$ cat config.mk
export PLATFORM = sky130hd
export DESIGN_NAME = apr_trig
export DESIGN_NICKNAME = d
export VERILOG_FILES = /design/src/rtl/apr_pkg.sv /design/src/rtl/apr_trig.sv
export SDC_FILE = /design/constraint.sdc
export NUM_CORES = 1
export LEC_CHECK = 0
export BUFFER_PORTS_ARGS = -buffer_cell sky130_fd_sc_hd__buf_2
export CAP_MARGIN = 30
export CORE_AREA = 2 2 207 209
export DETAILED_ROUTE_END_ITERATION = 8
export DIE_AREA = 0 0 209 211
export MAX_ROUTING_LAYER = met4
export PLACE_DENSITY = 0.66
export SYNTH_ARGS = -nofsm -noshare
export SYNTH_HDL_FRONTEND = slang
export SYNTH_SLANG_ARGS = --single-unit
$ cat constraint.sdc
create_clock -name clk -period 8.79 [get_ports clk]
set_input_delay 1.3185 -clock clk [delete_from_list [all_inputs] [get_ports clk]]
set_output_delay 1.3185 -clock clk [all_outputs]
set_load 0.02 [all_outputs]
$ cat src/rtl/apr_pkg.sv
// Shared types, constants and helpers for the axis point rotation block.
// Used by the top level, the trig unit and the port checker.
package apr_pkg;

    // Coordinate width is fixed by the Q16.16 payload fields
    localparam int COORD_WIDTH     = 32;
    localparam int CFG_DATA_WIDTH  = 32;
    localparam int CFG_INDEX_WIDTH = 3;
    localparam int ANGLE_WIDTH     = 18;

    // Register indexes on the configuration port
    localparam logic [CFG_INDEX_WIDTH-1:0] REG_AXIS_SELECT    = 3'd0;
    localparam logic [CFG_INDEX_WIDTH-1:0] REG_ROTATION_ANGLE = 3'd1;
    localparam logic [CFG_INDEX_WIDTH-1:0] REG_PIVOT_X        = 3'd2;
    localparam logic [CFG_INDEX_WIDTH-1:0] REG_PIVOT_Y        = 3'd3;
    localparam logic [CFG_INDEX_WIDTH-1:0] REG_PIVOT_Z        = 3'd4;

    // Axis codes
    localparam logic [1:0] AXIS_X = 2'd0;
    localparam logic [1:0] AXIS_Y = 2'd1;
    localparam logic [1:0] AXIS_Z = 2'd2;

    // Angle units: 1/256 degree
    localparam int HALF_TURN       = 180;
    localparam int STEPS_PER_DEG   = 256;
    localparam int FULL_TURN_STEPS = 2 * HALF_TURN * STEPS_PER_DEG;
    localparam int HALF_TURN_STEPS = HALF_TURN * STEPS_PER_DEG;
    localparam int QUARTER_STEPS   = HALF_TURN_STEPS / 2;

    // CORDIC: angles in 2^-16 degree, x/y in Q2.30
    localparam int CORDIC_STEPS = 20;
    localparam int CORDIC_FRAC  = 30;
    localparam int CORDIC_WIDTH = 32;
    localparam int CORDIC_ZW    = 25;
    localparam int STEP_WIDTH   = $clog2(CORDIC_STEPS);
    localparam int Z_SHIFT      = $clog2(65536 / STEPS_PER_DEG);
    localparam logic signed [CORDIC_WIDTH-1:0] CORDIC_GAIN = 32'sd652032874;

    typedef enum logic [1:0] {
        TRIG_IDLE,
        TRIG_ITER,
        TRIG_ROUND
    } trig_state_t;

    typedef struct packed {
        logic signed [COORD_WIDTH-1:0] point_x;
        logic signed [COORD_WIDTH-1:0] point_y;
        logic signed [COORD_WIDTH-1:0] point_z;
        logic                          last_in;
    } point_in_t;

    typedef struct packed {
        logic signed [COORD_WIDTH-1:0] rotated_x;
        logic signed [COORD_WIDTH-1:0] rotated_y;
        logic signed [COORD_WIDTH-1:0] rotated_z;
        logic                          last_out;
        logic                          overflow;
    } point_out_t;

    // atan(2^-i) in 2^-16 degree
    function automatic logic signed [CORDIC_ZW-1:0] atan_step(input logic [STEP_WIDTH-1:0] i);
        logic signed [CORDIC_ZW-1:0] v;
        case (i)
            5'd0:    v = 25'sd2949120;
            5'd1:    v = 25'sd1740967;
            5'd2:    v = 25'sd919879;
            5'd3:    v = 25'sd466945;
            5'd4:    v = 25'sd234379;
            5'd5:    v = 25'sd117304;
            5'd6:    v = 25'sd58666;
            5'd7:    v = 25'sd29335;
            5'd8:    v = 25'sd14668;
            5'd9:    v = 25'sd7334;
            5'd10:   v = 25'sd3667;
            5'd11:   v = 25'sd1833;
            5'd12:   v = 25'sd917;
            5'd13:   v = 25'sd458;
            5'd14:   v = 25'sd229;
            5'd15:   v = 25'sd115;
            5'd16:   v = 25'sd57;
            5'd17:   v = 25'sd29;
            5'd18:   v = 25'sd14;
            5'd19:   v = 25'sd7;
            default: v = '0;
        endcase
        return v;
    endfunction

endpackage

$ cat src/rtl/apr_trig.sv
// Cosine/sine unit: reduces the angle and runs an iterative CORDIC,
// one rotation step per cycle. Depends on apr_pkg.
module apr_trig import apr_pkg::*; #(
    parameter int TRIG_FRAC_BITS = 16
) (
    input  logic                                clk,
    input  logic                                rst_n,
    input  logic                                start,
    input  logic signed [ANGLE_WIDTH-1:0]       angle,
    output logic                                busy,
    output logic signed [TRIG_FRAC_BITS+1:0]    cosine,
    output logic signed [TRIG_FRAC_BITS+1:0]    sine
);

    localparam int TW    = TRIG_FRAC_BITS + 2;
    localparam int RED_W = ANGLE_WIDTH + 2;
    localparam int XW    = CORDIC_WIDTH + 1;
    localparam int SH    = CORDIC_FRAC - TRIG_FRAC_BITS;

    localparam logic signed [RED_W-1:0] FULL_C    = RED_W'(FULL_TURN_STEPS);
    localparam logic signed [RED_W-1:0] HALF_C    = RED_W'(HALF_TURN_STEPS);
    localparam logic signed [RED_W-1:0] QUARTER_C = RED_W'(QUARTER_STEPS);
    localparam logic signed [TW-1:0]    ONE_T     = TW'(1) <<< TRIG_FRAC_BITS;
    localparam logic signed [XW-1:0]    ONE_X     = XW'(1) <<< TRIG_FRAC_BITS;
    localparam logic signed [XW-1:0]    RND_X     = XW'(1) <<< (SH - 1);
    localparam logic [STEP_WIDTH-1:0]   LAST_STEP = STEP_WIDTH'(CORDIC_STEPS - 1);

    trig_state_t                     state_reg, state_next;
    logic signed [CORDIC_WIDTH-1:0]  x_reg, x_next, y_reg, y_next;
    logic signed [CORDIC_ZW-1:0]     z_reg, z_next;
    logic [STEP_WIDTH-1:0]           step_reg, step_next;
    logic                            neg_reg, neg_next;
    logic signed [TW-1:0]            cos_reg, cos_next, sin_reg, sin_next;

    logic signed [RED_W-1:0]         ang_in, ang_a, ang_b, ang_c, red;
    logic                            red_neg;
    logic signed [CORDIC_WIDTH-1:0]  x_shift, y_shift;
    logic signed [CORDIC_ZW-1:0]     atan_val;
    logic signed [XW-1:0]            x_rnd, y_rnd;

    function automatic logic signed [XW-1:0] clamp_one(input logic signed [XW-1:0] v);
        logic signed [XW-1:0] r;
        r = v;
        if (v > ONE_X)
        begin
            r = ONE_X;
        end
        else if (v < -ONE_X)
        begin
            r = -ONE_X;
        end
        return r;
    endfunction

    // Wrap to one turn, then fold into [-90, +90] degrees
    assign ang_in  = RED_W'(angle);
    assign ang_a   = (ang_in >= FULL_C)  ? ang_in - FULL_C :
                     (ang_in <= -FULL_C) ? ang_in + FULL_C : ang_in;
    assign ang_b   = (ang_a < 0) ? ang_a + FULL_C : ang_a;
    assign ang_c   = (ang_b > HALF_C) ? ang_b - FULL_C : ang_b;
    assign red_neg = (ang_c > QUARTER_C) || (ang_c < -QUARTER_C);
    assign red     = (ang_c > QUARTER_C)  ? ang_c - HALF_C :
                     (ang_c < -QUARTER_C) ? ang_c + HALF_C : ang_c;

    assign x_shift  = x_reg >>> step_reg;
    assign y_shift  = y_reg >>> step_reg;
    assign atan_val = atan_step(step_reg);

    assign x_rnd = clamp_one((XW'(x_reg) + RND_X) >>> SH);
    assign y_rnd = clamp_one((XW'(y_reg) + RND_X) >>> SH);

    always_comb
    begin
        state_next = state_reg;
        x_next     = x_reg;
        y_next     = y_reg;
        z_next     = z_reg;
        step_next  = step_reg;
        neg_next   = neg_reg;
        cos_next   = cos_reg;
        sin_next   = sin_reg;
        case (state_reg)
            TRIG_IDLE:
            begin
                state_next = TRIG_IDLE;
            end
            TRIG_ITER:
            begin
                if (!z_reg[CORDIC_ZW-1])
                begin
                    x_next = x_reg - y_shift;
                    y_next = y_reg + x_shift;
                    z_next = z_reg - atan_val;
                end
                else
                begin
                    x_next = x_reg + y_shift;
                    y_next = y_reg - x_shift;
                    z_next = z_reg + atan_val;
                end
                if (step_reg == LAST_STEP)
                begin
                    state_next = TRIG_ROUND;
                end
                else
                begin
                    step_next = step_reg + 1'b1;
                end
            end
            TRIG_ROUND:
            begin
                cos_next   = neg_reg ? TW'(-x_rnd) : TW'(x_rnd);
                sin_next   = neg_reg ? TW'(-y_rnd) : TW'(y_rnd);
                state_next = TRIG_IDLE;
            end
            default:
            begin
                state_next = TRIG_IDLE;
            end
        endcase

        // A new angle restarts the unit; exact quarter turns skip the iterations
        if (start)
        begin
            neg_next = red_neg;
            if (red == 0)
            begin
                cos_next   = red_neg ? -ONE_T : ONE_T;
                sin_next   = '0;
                state_next = TRIG_IDLE;
            end
            else if (red == QUARTER_C)
            begin
                cos_next   = '0;
                sin_next   = red_neg ? -ONE_T : ONE_T;
                state_next = TRIG_IDLE;
            end
            else if (red == -QUARTER_C)
            begin
                cos_next   = '0;
                sin_next   = red_neg ? ONE_T : -ONE_T;
                state_next = TRIG_IDLE;
            end
            else
            begin
                x_next     = CORDIC_GAIN;
                y_next     = '0;
                z_next     = CORDIC_ZW'(red) <<< Z_SHIFT;
                step_next  = '0;
                state_next = TRIG_ITER;
            end
        end
    end

    always_ff @(posedge clk or negedge rst_n)
    begin
        if (!rst_n)
        begin
            state_reg <= TRIG_IDLE;
            step_reg  <= '0;
            cos_reg   <= ONE_T;
            sin_reg   <= '0;
        end
        else
        begin
            state_reg <= state_next;
            step_reg  <= step_next;
            cos_reg   <= cos_next;
            sin_reg   <= sin_next;
        end
    end

    always_ff @(posedge clk)
    begin
        x_reg   <= x_next;
        y_reg   <= y_next;
        z_reg   <= z_next;
        neg_reg <= neg_next;
    end

    assign busy   = (state_reg != TRIG_IDLE);
    assign cosine = cos_reg;
    assign sine   = sin_reg;

endmodule

==> metrics.yaml <==
grt-ovfl-total: 0
cts_root_buf: "clkbuf_16"
design_area_um2: 19600
areaGrowthSynthToFinish_pct: 5.67
cts_buffers: 17
tns_ns: 0
ys_seq_elements: 133
cp-start-kind: "register"
ir_drop_mv: 0.161
holdPathStages: 2
gp_congestion: 0.954
viasPerCell: 6.34
netlist_area_um2: 18600
fmax_ghz: 0.127
drive_gt1_share_pct: 12.9
yosysSeqAreaShare_pct: 15.6
die_h_um: 211
slew_violations: 0
start_util_pct: 44.4
antenna_found_initial: 1
first_pass_iters: 5
grt.total_usage_pct: 26.1
grt_max_degree: 94
rsz0062_at_grt: "false"
async_reset_ff_share_pct: 32.3
die_width_um: 209
die_area_um2: 44100
fin_crit_ns: 7.85
ctsHoldBuffers: 0
path_class: "register to register"
path_max_fanout: 53
num_rows: 75
post_cts_buffers: 0
min_from: "z_reg[0]"
cts_tree: "yes"
placed_area_um2: 19000
p_per_area_nw_per_um2: 421
synthFlopType: "dfxtp_1"
tightestPinTransition_ns: 1.00
drc: 0
ios: 58
vias: 18200
place_hpwl_mm: 41.2
finalHoldViolCount: 0
skew_ns: 0.0196
status: "finished clean"
relSlewSlack_pct: 33.0
r2r-start: "step_reg[0]"
startpoint: "step_reg[0]"
yosysWarnings: 0
clock_sinks: 133
synth_cell_types: 105
grt_pass1_wl_mm: 90.9
syn-num-nets: 2516
fin_nets: 2457
rr_worst_depth: 20
clk_latency_ns: 0.48
timing.final.crit_share_pct: 89.3
wirelength_mm: 55.4
min_path_type: "register to register"
clk_path_buf_depth: 2
ant_nets: 0
core_area_um2: 41800
cp.required_ns: 9.14
clk_pin_slew_ns: 0.07
synth-edff-count: 1
critPathCaptureType: "register"
p_leak_nw: 7.92
htreeDepth: 4
syn_inst: 2383
setup_viol: 0
io_buffers: 57
grt_pass1_vias: 17400
cap_violations: 0
drtIter0Drc: 1697
cts_resized: 0
worst-endpoint-arrival_ns: 8.20
avgSynthCellArea_um2: 7.79
wl_per_cell_um: 19.3
==> path summary, 6_finish.rpt <==
path | endpoint | slack, ns
setup / recovery | y_reg[31] | 0.94
hold / removal | z_reg[0] | 0.47
setup reg to reg | y_reg[31] | 0.94
hold reg to reg | z_reg[0] | 0.47
max in group asynchronous | step_reg[0] | 7.33
min in group asynchronous | step_reg[3] | 0.97
==> layer usage <==
metal | share of wire, % | global-route usage [%]
met1 | 43 | 33.0
met2 | 47 | 42.4
met3 | 6.5 | 3.67
met4 | 3.2 | 9.93
met5 | 0 | -
==> power by group <==
| part | switching, mW | leakage (nW) | total, mW | internal [mW] |
|---|---|---|---|---|
| Sequential | 0.399 | 1.21 | 1.20 | 0.803 |
| Combinational | 3.53 | 6.44 | 6.34 | 2.81 |
| Clock | 0.342 | 0.274 | 0.715 | 0.373 |
| Total | 4.27 | 7.92 | 8.26 | 3.98 |
==> per-stage QoR <==
stage                     hold slack (ns)  worst slack [ns]  utilization (%)  total power, mW  std cells
after global routing                0.497             0.280             47.0             9.07       2877
final                               0.471             0.943             47.0             8.26       2877
after detailed placement            0.463             0.537             45.6             7.42       2844
after CTS                           0.473              1.00             46.9             8.20       2876
after global placement              0.446             0.721             45.6             7.27       2844
after floorplan                     0.440              1.72                -             6.15       2383
==> cell type report <==
type / instances / area (um^2)
Antenna cell: 1 / 2.50
Clock buffer: 17 / 425
Timing Repair Buffer: 81 / 478
Fill cell: 4134 / 22200
Sequential cell: 133 / 2900
Clock inverter: 15 / 138
Tap cell: 539 / 674
Multi-Input combinational cell: 2019 / 14700
Inverter: 72 / 270
==> cells in the final DEF (no fill, tap or decap), types with 10 or more instances in the layout <==
cell,synthesis,final
o31ai_1,18,18
a21boi_0,19,19
a21o_1,33,33
buf_4,6,23
nand2_1,223,223
o21a_1,19,19
mux2i_1,52,52
mux2_2,26,26
and3_1,41,40
nor3_1,69,69
buf_2,17,57
ha_1,109,109
nor2_1,270,270
a211oi_1,30,30
o211ai_1,30,30
clkbuf_16,0,17
a22oi_1,13,13
xnor2_1,112,112
a21oi_1,218,218
a211o_1,10,10
and2_1,18,18
or2_2,13,13
dfxtp_1,89,88
inv_1,69,69
dfrtp_1,42,38
nand3_1,59,59
nand4_1,18,18
a31oi_1,50,50
xor2_1,88,88
mux4_2,89,89
or3_1,21,21
nor4_1,18,18
o21ai_0,125,125
nor2b_1,27,26
nand2b_1,22,20
==> synthesized netlist by cell type, types with 17 or more instances <==
library cell  count  area share (%)
nor2_1          270             5.5
nand2_1         223             4.5
a21oi_1         218             5.9
o21ai_0         125             3.4
xnor2_1         112             5.3
ha_1            109             7.3
clkbuf_1         98             2.0
dfxtp_1          89             9.6
mux4_2           89              11
xor2_1           88             4.2
inv_1            69             1.4
nor3_1           69             1.9
nand3_1          59             1.6
mux2i_1          52             2.8
a31oi_1          50             1.7
dfrtp_1          42             5.7
and3_1           41             1.4
a21o_1           33             1.3
a211oi_1         30             1.2
buf_1            30            0.61
o211ai_1         30             1.2
nor2b_1          27            0.91
mux2_2           26             1.6
nand2b_1         22            0.74
or3_1            21            0.71
a21boi_0         19            0.77
o21a_1           19            0.77
and2_1           18            0.61
nand4_1          18            0.61
nor4_1           18            0.61
o31ai_1          18            0.73
buf_2            17            0.46
==> critical path, cell delays in order, from the launching register on <==
cell and delay, ns:
dfrtp_4 1.00, mux4_2 0.68, mux4_2 0.51, mux2_2 0.33, a211oi_1 0.40, nand4_1 0.26
nor4_1 0.67, a31oi_1 0.18, xor2_1 0.19, ha_1 0.22, or3_1 0.38, or3_1 0.32
o21ai_0 0.32, o21ai_0 0.17, o41a_1 0.44, a311oi_1 0.55, nor3_1 0.18, or4_1 0.53
nand4_1 0.14, xnor2_1 0.13, nor2_1 0.05
==> cell families after synthesis <==
logic type | after synthesis | synth area share (%)
compound gates | 680 | 23.9
xor+xnor | 205 | 9.96
fa+ha+maj | 113 | 7.73
buf+inv | 231 | 5.23
flops | 133 | 15.6
mux | 176 | 15.9
simple gates | 845 | 21.7
Note: power is estimated with default switching activity, not from simulation.
